**src/hdl/rmq_sqrt_cell.sv**
```systemverilog
`default_nettype none
// ----------------------------------------------------------------------------
// rmq_sqrt_cell
// One digit of a pipelined restoring square root; one result bit per cell.
// ----------------------------------------------------------------------------
module rmq_sqrt_cell #(
  parameter int W   = 36,
  parameter int RW  = 18,
  parameter int IDX = 0
) (
  input  wire logic          clk,
  input  wire logic [W-1:0]  rem_in,
  input  wire logic [RW-1:0] root_in,
  input  wire logic [W-1:0]  arg_in,
  output logic      [W-1:0]  rem_out,
  output logic      [RW-1:0] root_out,
  output logic      [W-1:0]  arg_out
);

  logic [W-1:0]  rem_sh;
  logic [W-1:0]  trial;
  logic [W-1:0]  rem_nxt;
  logic [RW-1:0] root_nxt;

  always_comb begin
    // bring down next two bits of the argument
    rem_sh = {rem_in[W-3:0], arg_in[2*IDX+1 -: 2]};
    trial  = {{(W-RW-2){1'b0}}, root_in, 2'b01};
    if (rem_sh >= trial) begin
      rem_nxt  = rem_sh - trial;
      root_nxt = {root_in[RW-2:0], 1'b1};
    end else begin
      rem_nxt  = rem_sh;
      root_nxt = {root_in[RW-2:0], 1'b0};
    end
  end

  always_ff @(posedge clk) begin
    rem_out  <= rem_nxt;
    root_out <= root_nxt;
    arg_out  <= arg_in;
  end

endmodule
`default_nettype wire

```
**config.mk**
```make
export PLATFORM = sky130hd
export DESIGN_NAME = rmq_sqrt_cell
export DESIGN_NICKNAME = d
export VERILOG_FILES = /design/src/hdl/rmq_sqrt_cell.sv
export SDC_FILE = /design/constraint.sdc
export NUM_CORES = 1
export LEC_CHECK = 0
export BUFFER_PORTS_ARGS = -buffer_cell sky130_fd_sc_hd__buf_2
export CORE_ASPECT_RATIO = 1.5
export CORE_MARGIN = 4
export CORE_UTILIZATION = 25
export DETAILED_ROUTE_END_ITERATION = 6
export PLACE_DENSITY = 0.57
export SETUP_SLACK_MARGIN = 0.4
export SYNTH_ARGS = -nofsm -noshare
export SYNTH_HDL_FRONTEND = slang
export SYNTH_SLANG_ARGS = --single-unit
```
**constraint.sdc**
```tcl
create_clock -name clk -period 4.1 [get_ports clk]
set_input_delay 0.82 -clock clk [delete_from_list [all_inputs] [get_ports clk]]
set_output_delay 0.82 -clock clk [all_outputs]
set_load 0.02 [all_outputs]
```
==> results_tabular.tex <==
\begin{tabular}{lr}
\hline
Metric & Value \\
\hline
\multicolumn{2}{l}{\textbf{Run status}} \\
\quad Result of the run & complete, no violations \\
\multicolumn{2}{l}{\textbf{Yosys}} \\
\quad Net count of the mapped netlist & 480 \\
\quad Most used flip-flop cell after synthesis & dfxtp\_1 \\
\quad Portion of netlist area occupied by mux cells & 1.19\% \\
\quad Largest family of logic cells by synthesized area & simple AND/OR/NAND/NOR gates \\
\quad Arithmetic-cell share of the synthesized area counting full adders, half adders and majority gates & 7.02\% \\
\quad Proportion of netlist area held by the largest area contributor & 50.6\% \\
\quad Yosys warns & 0 \\
\quad FF+latch count, synth & 90 \\
\quad Most area-consuming cells after synthesis & dfxtp\_1 (51\%), ha\_1 (7.0\%), xnor2\_1 (6.1\%) \\
\quad Complex-gate fraction of the synthesized area & 14.5\% \\
\quad Simple-gate share of the synthesized area & 15.7\% \\
\quad Unique masters post-synth & 46 \\
\quad Area leader, netlist & dfxtp\_1 \\
\quad Post-Synth XOR/XNOR Area & 7.62\% \\
\quad Number of synthesized flops with an enable pin & 0 \\
\quad Synth Instances & 369 \\
\quad Fraction of the yosys area taken by sequential cells & 50.6\% \\
\quad Share of async-settable or async-resettable flops after synthesis & 0\% \\
\quad Synthesized area divided by synthesized cell count & 9.66 um\^{}2 \\
\quad Area of the mapped netlist & roughly 0.0036 mm\^{}2 \\
\multicolumn{2}{l}{\textbf{Route}} \\
\quad Initial DRC count & between 80 and 90 \\
\quad Antenna Nets Post-Route & 0 \\
\quad Total Wirelength & around 11,000 um \\
\quad Number of search-and-repair iterations in the first detailed-routing pass & 4 \\
\quad Routed via count divided by cell count & $\sim$4.4 \\
\quad Average wire per standard cell & 14.1 um \\
\quad Total number of vias & 3,292 \\
\quad Final routed DRC violation total & 0 \\
\multicolumn{2}{l}{\textbf{Floorplanning}} \\
\quad Core area & 0.0140 mm\^{}2 \\
\quad Die span in y & around 150 um \\
\quad Die W & between 100 and 150 um \\
\quad IO Pins & 181 \\
\quad Number of placement rows & 53 \\
\quad Starting Density & approximately 25\% \\
\quad Total Die Area & 0.0163 mm\^{}2 \\
\multicolumn{2}{l}{\textbf{Setup path}} \\
\quad Worst setup EP type & flip-flop \\
\quad Category of the worst setup path launch point & primary input \\
\quad Startpoint of the worst setup timing path & root\_in[14] \\
\quad WP data required & 4.33 ns \\
\quad Largest stage delay, worst path & 0.62 ns \\
\quad Cells along the critical path & buf\_2 > inv\_1 > ha\_1 > nand4\_1 > or3\_1 > nor4\_1 > buf\_4 > nor4\_4 > a2111oi\_0 > nand3\_1 > xnor2\_1 \\
\quad Critical path data arrival time & 3.61 ns \\
\quad Cell type of the slowest stage on the worst timing path & a2111oi\_0 \\
\quad Startpoint-to-endpoint class of the critical path & primary input to flip-flop \\
\quad Capturing instance or port of the critical path & rem\_out[23] \\
\quad Largest fanout of any net on the critical path & 7 \\
\multicolumn{2}{l}{\textbf{Place}} \\
\quad Routability-driven placement congestion ratio & about 0.81 \\
\quad Post-detail-place hpwl & between 8000 and 9000 um \\
\quad Number of port buffers & 178 \\
\multicolumn{2}{l}{\textbf{Final layout}} \\
\quad Fraction of layout instances using a drive strength above 1 & 37.1\% \\
\quad Final net count & 670 \\
\quad Area growth, synth to finish & 41.6\% \\
\quad Final antenna diode count & 0 \\
\quad Multi-input gate area in the final layout & 0.00164 mm\^{}2 \\
\quad Storage element area & 0.00180 mm\^{}2 \\
\quad Most frequent cells in the layout & buf\_2 (178), dfxtp\_1 (90), a21oi\_1 (37) \\
\quad Final core utilization & 36.1\% \\
\quad Count of filler cells inserted in the layout & 1,464 \\
\quad Most common library cell in the layout ignoring fill and taps & buf\_2 \\
\multicolumn{2}{l}{\textbf{Clocking}} \\
\quad Total number of clock tree sinks & 90 \\
\quad \# H-tree levels & 3 \\
\quad CTS tree & done \\
\quad Inserted Clock Buffers & 9 \\
\quad Root buffer cell & clkbuf\_16 \\
\quad Clock transition time at the flip-flop clock pins of the worst setup and hold paths & 0.07 ns \\
\quad Post-CTS Hold Fix Bufs & 0 \\
\quad Maximum number of buffers from clock root to sink & 2 \\
\quad Buffer count from post-CTS setup fixing & 0 \\
\quad CTS-repair resized insts & 0 \\
\multicolumn{2}{l}{\textbf{STA}} \\
\quad Measured slew at the worst slew-check pin & 0.661 ns \\
\quad Endpoints failing setup & 0 \\
\quad Final max-slew violation count & 0 \\
\quad Time the final worst path needs with I/O delays and setup & 3.38 ns \\
\quad Setup TNS & 0 ns \\
\quad Slew Limit Headroom & 54.8\% \\
\quad Unrepaired setup endpoints after global routing & no \\
\quad Final count of hold timing violations & 0 \\
\quad Maximum clock frequency & 296 MHz \\
\quad Final critical-path share of the clock period & 82.4\% \\
\multicolumn{2}{l}{\textbf{Global routing}} \\
\quad Total global routing track utilization & 13.0\% \\
\quad Vias in the first global route & between 3,000 and 4,000 \\
\quad Global-route congestion overflow total & 0 \\
\quad Antenna violations before repair & 0 \\
\quad Wire length of the first global-routing pass & 16,800 um \\
\quad Maximum number of pins on one net before global-route repair & 22 \\
\multicolumn{2}{l}{\textbf{Power and ir drop}} \\
\quad Power per cell area & 457 mW/mm\^{}2 \\
\quad LEAKAGE & 2.41 nW \\
\quad Worst supply voltage drop on vdd & 0.188 mV \\
\multicolumn{2}{l}{\textbf{Worst hold path}} \\
\quad Worst min path class & primary input to flip-flop \\
\multicolumn{2}{l}{\textbf{Flow run}} \\
\quad Number of max-capacitance violations reported & 0 \\
\hline
\end{tabular}
## report_power, final
part / switching, mW / internal [mW] / total [mW]
sequential: 0.0177 / 0.954 / 0.972
clock: 0.370 / 0.485 / 0.855
combinational: 0.289 / 0.188 / 0.477
## per-stage QoR
stage / setup slack [ns] / power (mW) / std cells / hold WS (ns) / instance area (um^2)
floorplan: 0.805 / 1.29 / 369 / 0.848 / 3560
global placement: 0.353 / 1.47 / 740 / 0.923 / 4740
detailed placement: 0.341 / 1.48 / 740 / 0.924 / 4740
CTS: 0.672 / 2.35 / 756 / 0.563 / 5050
global route: 0.408 / 2.43 / 756 / 0.559 / 5050
finish: 0.722 / 2.30 / 756 / 0.576 / 5050
## registers in the layout, summed over array words and instances (netlist names)
signal,flops
root_out,18
arg_out,36
rem_out,36
## cell families (layout without fill, tap and decap cells)
logic type / after synthesis / count (layout)
AND/OR/NAND/NOR: 110 / 110
flip-flops: 90 / 90
AO/OA/AOI/OAI: 83 / 83
XOR/XNOR: 31 / 31
buffers and inverters: 31 / 226
adder cells (fa/ha/maj): 20 / 20
multiplexers: 4 / 4
## synthesized netlist by cell type, types with 2 or more instances
cell and n:
nand2_1 20, a31oi_1 3, nor2_1 34, mux2_1 2
nor2b_1 5, o31a_1 2, a211oi_1 3, a31o_1 2
buf_2 3, inv_1 21, o21ai_0 11, nand2b_1 4
nand4_1 5, o31ai_1 4, nand3_1 14, clkbuf_1 7
dfxtp_1 90, and3_1 3, a21oi_1 37, a21o_1 8
ha_1 20, nor4_1 5, mux2i_1 2, or3_1 3
xnor2_1 25, o21a_1 5, nor3_1 7, xor2_1 6
## critical path, delay by kind of cell
| family | cells | cell delay, ns |
|---|---|---|
| and+or+nand+nor | 5 | 1.29 |
| AOI/OAI and AO/OA | 1 | 0.62 |
| adders and majority gates | 1 | 0.40 |
| buffers and inverters | 3 | 0.31 |
| xor gates and xnor gates | 1 | 0.16 |
## layer usage
metal  GRT usage (%)  part of all wire (%)
met1            13.6                    38
met3            4.30                   8.1
met2            24.2                    52
met4            4.25                   2.1
met5               0                     0
## final cells by class
cell class                 count  share of cell area (%)
inverter                      21                    1.56
multi-input combinational    248                    32.5
sequential                    90                    35.7
timing repair buffer         189                    19.3
tap                          192                    4.76
clock buffer                   9                    4.46
clock inverter                 7                    1.69
## worst min path at each step
stage	startpoint	to	slack (ns)	depth (start not counted)
after floorplan	arg_in[0]	arg_out[0]	0.85	0
after CTS	arg_in[27]	arg_out[27]	0.56	1
after global placement	arg_in[6]	arg_out[6]	0.92	1
after global routing	arg_in[2]	arg_out[2]	0.56	1
after detailed placement	arg_in[11]	arg_out[11]	0.92	1
final	arg_in[6]	arg_out[6]	0.58	1
(Power assumes the default switching activity.)
