`src/hdl/rmq_div_cell.sv`:
```
`default_nettype none
// ----------------------------------------------------------------------------
// rmq_div_cell
// One quotient bit of three restoring dividers sharing a divisor.
// ----------------------------------------------------------------------------
module rmq_div_cell #(
  parameter int NW  = 40,
  parameter int DW  = 20,
  parameter int IDX = 0
) (
  input  wire logic               clk,
  input  wire logic [DW-1:0]      den_in,
  input  wire logic [2:0][NW-1:0] num_in,
  input  wire logic [2:0][DW:0]   rem_in,
  input  wire logic [2:0][NW-1:0] quo_in,
  output logic      [DW-1:0]      den_out,
  output logic      [2:0][NW-1:0] num_out,
  output logic      [2:0][DW:0]   rem_out,
  output logic      [2:0][NW-1:0] quo_out
);

  logic [2:0][DW+1:0] rs;
  logic [2:0][DW:0]   rem_nxt;
  logic [2:0][NW-1:0] quo_nxt;

  always_comb begin
    for (int k = 0; k < 3; k++) begin
      rs[k] = {rem_in[k], num_in[k][IDX]};
      quo_nxt[k] = quo_in[k];
      if (rs[k] >= {2'b00, den_in}) begin
        rem_nxt[k] = (DW+1)'(rs[k] - {2'b00, den_in});
        quo_nxt[k][IDX] = 1'b1;
      end else begin
        rem_nxt[k] = rs[k][DW:0];
      end
    end
  end

  always_ff @(posedge clk) begin
    den_out <= den_in;
    num_out <= num_in;
    rem_out <= rem_nxt;
    quo_out <= quo_nxt;
  end

endmodule
`default_nettype wire

```
`config.mk`:
```
export PLATFORM = sky130hd
export DESIGN_NAME = rmq_div_cell
export DESIGN_NICKNAME = d
export VERILOG_FILES = /design/src/hdl/rmq_div_cell.sv
export SDC_FILE = /design/constraint.sdc
export NUM_CORES = 1
export LEC_CHECK = 0
export ABC_AREA = 1
export CAP_MARGIN = 40
export CORE_AREA = 2 2 254 256
export CTS_BUF_LIST = sky130_fd_sc_hd__clkbuf_4 sky130_fd_sc_hd__clkbuf_8
export DETAILED_ROUTE_END_ITERATION = 7
export DIE_AREA = 0 0 256 258
export DONT_BUFFER_PORTS = 1
export GPL_TIMING_DRIVEN = 0
export PLACE_DENSITY = 0.35
export SLEW_MARGIN = 25
export SYNTH_ARGS = -nofsm -noshare
export SYNTH_HDL_FRONTEND = slang
export SYNTH_SLANG_ARGS = --single-unit
```
`constraint.sdc`:
```
create_clock -name clk -period 2.32 [get_ports clk]
set_input_delay 0.116 -clock clk [delete_from_list [all_inputs] [get_ports clk]]
set_output_delay 0.116 -clock clk [all_outputs]
set_load 0.02 [all_outputs]
```
==> results of run 1 <==
==> stage by stage <==
| stage | instance area [µm²] | util (%) | cells | setup TNS (ns) | setup WS (ns) |
|---|---|---|---|---|---|
| floorplan | 11500 | - | 1368 | 0 | 0.625 |
| global placement | 12600 | 19.8 | 2223 | -0.308 | -0.0700 |
| detailed placement | 12600 | 19.8 | 2223 | -0.336 | -0.0778 |
==> cell usage after synthesis (7+ instances only) <==
cell type	number	area, µm²
nand2_1	497	1870
dfxtp_1	323	6470
inv_1	173	649
nand3_1	84	420
nor2_1	70	263
ha_1	60	751
a21oi_1	44	220
xor2_1	24	210
nand3b_1	14	105
o21bai_1	9	67.6
nand2_2	8	50.1
buf_6	7	78.8
==> cells by family after synthesis <==
kind of cell,Yosys count
xor gates and xnor gates,24
and+or+nand+nor,708
buffers and inverters,191
AOI/OAI and AO/OA,59
DFF,323
adders and majority gates,63
==> impl_metrics.py, run 1 <==
metrics = {
    "run_status": {
        "lastStage": "clock tree synthesis",
        "firstError": "[ERROR RSZ-0060] Max buffer count reached.",
        "outcome": "did not finish",
    },
    "yosys": {
        "synthMuxAreaShare_pct": 0,
        "synthFlopType": "dfxtp_1",
        "synth_warnings": 0,
        "ys_seq_elements": 323,
        "synth-compound-area-share_pct": 2.85,
        "synthArstFlopShare_pct": 0,
        "syn-num-nets": 1755,
        "synth_edf_count": 0,
        "synthAdderAreaFrac_pct": 7.03,
        "ys_types": 27,
        "synth_area_mm2": 0.0115,
        "seq_area_frac_synth_pct": 56.1,
        "synth_cells": 1368,
        "synth-xor-area-share_pct": 1.82,
        "post_synth.cell_area_avg_um2": 8.43,
        "yosys.area_share.simple_pct": 25.4,
        "synth_top_family_by_area": "simple AND/OR/NAND/NOR gates",
    },
    "clocking": {
        "clock_sinks": 323,
        "cts_buffer_depth": 3,
        "ctsHoldBuffers": 465,
        "cts-resized-gates": 0,
        "cts_setup_buffers": 0,
        "cts_root_buf": "clkbuf_8",
        "cts_max_level": 2,
        "cts_made_buffers": 53,
    },
    "placed_design": {
        "io_buffers": 0,
        "gp_congestion": 0.893,
        "dp_hpwl_um": 46800,
    },
    "floorplanning": {
        "start_util_pct": 18.1,
        "num_rows": 93,
        "die_x_um": 256,
        "die_height_um": 258,
        "boundaryPins": 647,
    },
}
==> inputs of run 2 (changes only) <==
--- a/config.mk
+++ b/config.mk
@@ -7,13 +7,12 @@
 export LEC_CHECK = 0
 export ABC_AREA = 1
 export CAP_MARGIN = 40
-export CORE_AREA = 2 2 254 256
-export CTS_BUF_LIST = sky130_fd_sc_hd__clkbuf_4 sky130_fd_sc_hd__clkbuf_8
+export CORE_AREA = 2 2 253 255
 export DETAILED_ROUTE_END_ITERATION = 7
-export DIE_AREA = 0 0 256 258
+export DIE_AREA = 0 0 255 257
 export DONT_BUFFER_PORTS = 1
 export GPL_TIMING_DRIVEN = 0
-export PLACE_DENSITY = 0.35
+export PLACE_DENSITY_LB_ADDON = 0.15
 export SLEW_MARGIN = 25
 export SYNTH_ARGS = -nofsm -noshare
 export SYNTH_HDL_FRONTEND = slang
==> run 2 against run 1 <==
  * The flow now finishes, with violations (hold timing)
  * Synthesized cell count did not move
  * Synthesized area did not move
==> impl_metrics.py, run 2 <==
metrics = {
    "grt": {
        "gr-usage-met3_pct": 5.69,
        "grt_first_pass_wirelength_um": 77300,
        "antenna_found_initial": 4,
        "grt_use_total_pct": 16.7,
        "grt_pass1_vias": 10584,
        "gr-total-overflow": 0,
        "gr-usage-met2_pct": 31.5,
        "use_met1_pct": 16.8,
        "grt_max_degree": 14,
        "busiest_layer": "met2",
    },
    "drt": {
        "drc": 0,
        "vias": 10040,
        "wl_per_cell_um": 21.8,
        "drtIter0Drc": 438,
        "viasPerCell": 3.85,
        "antenna_left": 0,
        "drt_pass1_iterations": 4,
        "wl_um": 56900,
    },
    "placed_design": {
        "dp_hpwl_um": 45800,
        "dp_cells": 2214,
        "placed_cell_area_mm2": 0.0126,
        "dp_slack_ns": -0.0736,
        "io_buffers": 0,
        "gp_congestion": 0.865,
    },
    "worst_setup_path": {
        "cpLargestDelayFamily": "simple AND/OR/NAND/NOR gates",
        "crit_path_frequent_cell": "nand2_1",
        "crit_path_cell_trace": "inv_1 -> dlygate4sd3_1 -> ha_1 -> inv_1 -> fa_2 -> nand2_1 -> nand2_1 -> nand3_1 -> nand2_1 -> nand2_1 -> nand2_1 -> nand2_2 -> nand2_4 -> buf_6 -> nand3_1 -> nand2_1",
        "crit_path_end_kind": "register",
        "critPathRequiredTime_ns": 2.74,
        "crit_type": "input pin to register",
        "cp_num_buf_inv": 4,
        "slowest_stage": "dlygate4sd3_1",
        "critPathLaunchType": "input pin",
        "worst-path-max-fanout": 10,
        "arrival_ns": 2.58,
        "max_stage_delay_ns": 0.58,
    },
    "yosys": {
        "synth_edf_count": 0,
        "seq_area_frac_synth_pct": 56.1,
        "syn-num-nets": 1755,
        "synth_area_leaders": "dfxtp_1, nand2_1, ha_1",
        "yosys.area.top_type_share_pct": 56.1,
        "ys_seq_elements": 323,
        "synth_warnings": 0,
        "post_synth.cell_area_avg_um2": 8.43,
        "ys_top_cells_by_count": "nand2_1, dfxtp_1, inv_1",
        "synth_area_mm2": 0.0115,
        "synth_top_area_cell": "dfxtp_1",
        "synthArstFlopShare_pct": 0,
        "yosysMostFrequentCell": "nand2_1",
        "synthFlopType": "dfxtp_1",
        "ys_types": 27,
        "synth_cells": 1368,
    },
    "power_and_ir_drop": {
        "vdd_drop_max_v": 0.000498,
        "power_switching_share_pct": 30.2,
        "internal_power_mw": 10.3,
        "p_per_area_mw_per_mm2": 865,
        "power.switching_mw": 4.47,
        "pwr-share-seq_pct": 46.8,
        "combPwrFrac_pct": 13.3,
        "clock_power_share_pct": 39.9,
        "leakage_nw": 8.04,
    },
    "sta": {
        "timing.final.crit_period_ns": 2.16,
        "worst_slew_pin_slew_ns": 0.600,
        "setup_viol": 0,
        "rsz0062_at_grt": "false",
        "maxSlewHeadroom_pct": 60.0,
        "fmax_ghz": 0.463,
        "timing.final.crit_share_pct": 93.0,
        "worst_slack_ns": 0.161,
        "finalHoldViolCount": 1,
        "hold_slack_ns": -0.00429,
        "slew_viol_final": 0,
    },
    "floorplanning": {
        "num_rows": 92,
        "die_height_um": 257,
        "die_x_um": 255,
        "core_area_mm2": 0.0627,
        "fp.dieArea_mm2": 0.0655,
        "start_util_pct": 18.4,
        "boundaryPins": 647,
    },
    "clocking": {
        "cts_max_level": 2,
        "cts_root_buf": "clkbuf_16",
        "clk_pin_slew_ns": 0.06,
        "clock_sinks": 323,
        "cts_tree": "done",
        "cts_made_buffers": 37,
        "cts_buffer_depth": 3,
    },
    "final_layout": {
        "finalNonFillerCells": 2608,
        "nets": 2119,
        "final_cell_mix": "nand2_1, dlygate4sd3_1, dfxtp_1",
        "post-route-cell-area_mm2": 0.0171,
        "regArea_mm2": 0.00647,
        "drive_gt1_share_pct": 5.91,
        "mostFrequentLayoutCell": "nand2_1",
        "area_growth_pct": 48.1,
        "multi_input_area_mm2": 0.00430,
        "reg.largest.list": "num_out: 120 flops, quo_out: 120 flops, rem_out: 63 flops",
        "fillCellCount": 6666,
    },
    "min_path": {
        "hp-class": "input pin to register",
    },
    "flow_run": {
        "maxCapViolCount": 0,
    },
    "run_status": {
        "outcome": "complete, but fails checks",
        "violations": "hold timing",
    },
}
## run 2: worst min-delay path, delay by kind of cell
| kind | cells | cell delay (ns) |
|---|---|---|
| AND/OR/NAND/NOR | 4 | 0.33 |
| AO/OA/AOI/OAI | 1 | 0.05 |
## run 2: power by group through the flow
stage | Sequential, mW | Clock (mW) | Combinational, mW
2_1_floorplan | 6.84 | 0 | 1.05
3_3_place_gp | 7.07 | 0 | 1.48
3_5_place_dp | 7.05 | 0 | 1.47
4_1_cts | 6.94 | 6.09 | 1.99
5_1_grt | 6.96 | 6.34 | 2.21
6_report | 6.92 | 5.90 | 1.96
## run 2: metrics by stage
stage / power (mW) / TNS (ns) / utilization [%] / hold slack (ns)
CTS: 15.0 / 0 / 27.2 / 0.000645
floorplan: 7.89 / 0 / - / 0.144
detailed placement: 8.52 / -0.187 / 20.1 / 0.144
global placement: 8.55 / -0.169 / 20.1 / 0.144
global route: 15.5 / 0 / 27.2 / 0.00631
finish: 14.8 / 0 / 27.2 / -0.00429
## run 2: worst paths after layout
| kind | startpoint | endpoint | slack, ns | depth (start not counted) |
|---|---|---|---|---|
| max | num_in[40] | rem_out[39]$_DFF_P_ | 0.16 | 16 |
| min | rem_in[20] | rem_out[0]$_DFF_P_ | -0.004 | 5 |
## run 2: repair_timing
action | in CTS | in global routing
endpoints found under the setup margin | 0 | 35
setup buffers | 0 | 1
gates resized for setup | 0 | 9
hold buffers | 324 | 0
hold endpoints to repair | 323 | 0
## run 2: metal layers
metal	vias to the layer above	part of all wire, %
li1	4953	-
met1	4608	35
met2	411	52
met3	68	8.8
met4	0	3.6
met5	-	0
## run 2: cells by family after synthesis
logic type      count (synthesis)  synth area share (%)
buf+inv                       191                  6.84
simple gates                  708                  25.4
fa+ha+maj                      63                  7.03
compound gates                 59                  2.85
xor+xnor                       24                  1.82
flops                         323                  56.1
## run 2: final cells by class
class / count / share of cell area [%]
flip-flops and latches: 323 / 37.8
multi-input cells: 854 / 25.2
repair buffers: 325 / 19.0
well taps: 846 / 6.20
clock buffers: 51 / 5.90
inverters: 179 / 3.93
clock inverters: 17 / 1.19
plain buffers: 12 / 0.725
diodes: 1 / 0.0146
(Power assumes the default switching activity.)
==> inputs of run 3 (changes only) <==
--- a/config.mk
+++ b/config.mk
@@ -12,7 +12,8 @@
 export DIE_AREA = 0 0 255 257
 export DONT_BUFFER_PORTS = 1
 export GPL_TIMING_DRIVEN = 0
-export PLACE_DENSITY_LB_ADDON = 0.15
+export HOLD_SLACK_MARGIN = 0.15
+export PLACE_DENSITY_LB_ADDON = 0.2
 export SLEW_MARGIN = 25
 export SYNTH_ARGS = -nofsm -noshare
 export SYNTH_HDL_FRONTEND = slang
==> run 3 against run 2 <==
  * The flow now stops in clock tree synthesis
  * Synthesized cell count unchanged
  * Synthesized area unchanged
==> impl_metrics.py, run 3 <==
metrics = {
    "yosys": {
        "synth_cells": 1368,
        "ys_top_cells_by_count": "nand2_1, dfxtp_1, inv_1",
        "synth_top_area_cell": "dfxtp_1",
        "synthFlopType": "dfxtp_1",
        "synth_area_leaders": "dfxtp_1, nand2_1, ha_1",
        "ys_types": 27,
        "yosys.area.top_type_share_pct": 56.1,
        "synthArstFlopShare_pct": 0,
        "post_synth.cell_area_avg_um2": 8.43,
        "syn-num-nets": 1755,
        "ys_seq_elements": 323,
        "synth_area_mm2": 0.0115,
        "seq_area_frac_synth_pct": 56.1,
        "synth_edf_count": 0,
        "yosysMostFrequentCell": "nand2_1",
        "synth_warnings": 0,
    },
    "run_status": {
        "outcome": "did not finish",
        "firstError": "[ERROR RSZ-0060] Max buffer count reached.",
        "lastStage": "clock tree synthesis",
    },
    "clocking": {
        "clock_sinks": 323,
        "cts_made_buffers": 36,
        "ctsHoldBuffers": 456,
        "cts_max_level": 2,
        "cts_setup_buffers": 0,
        "cts_root_buf": "clkbuf_16",
        "cts_buffer_depth": 3,
        "cts-resized-gates": 0,
    },
    "floorplanning": {
        "die_x_um": 255,
        "die_height_um": 257,
        "num_rows": 92,
        "boundaryPins": 647,
        "start_util_pct": 18.4,
    },
    "placed_design": {
        "gp_congestion": 0.893,
        "dp_cells": 2214,
        "dp_hpwl_um": 46400,
        "io_buffers": 0,
    },
}
## run 3: cell counts after synthesis
No cell type changed its count.
## run 3: cells by family after synthesis
family | Yosys count | synth area share [%]
AND/OR/NAND/NOR | 708 | 25.4
XOR/XNOR | 24 | 1.82
flip-flops | 323 | 56.1
adder cells (fa/ha/maj) | 63 | 7.03
AO/OA/AOI/OAI | 59 | 2.85
buffers and inverters | 191 | 6.84
## run 3: metrics by stage
step                setup WS (ns)  cell area, µm²
floorplan                   0.625           11500
global placement          -0.0414           12600
detailed placement       -0.00562           12600
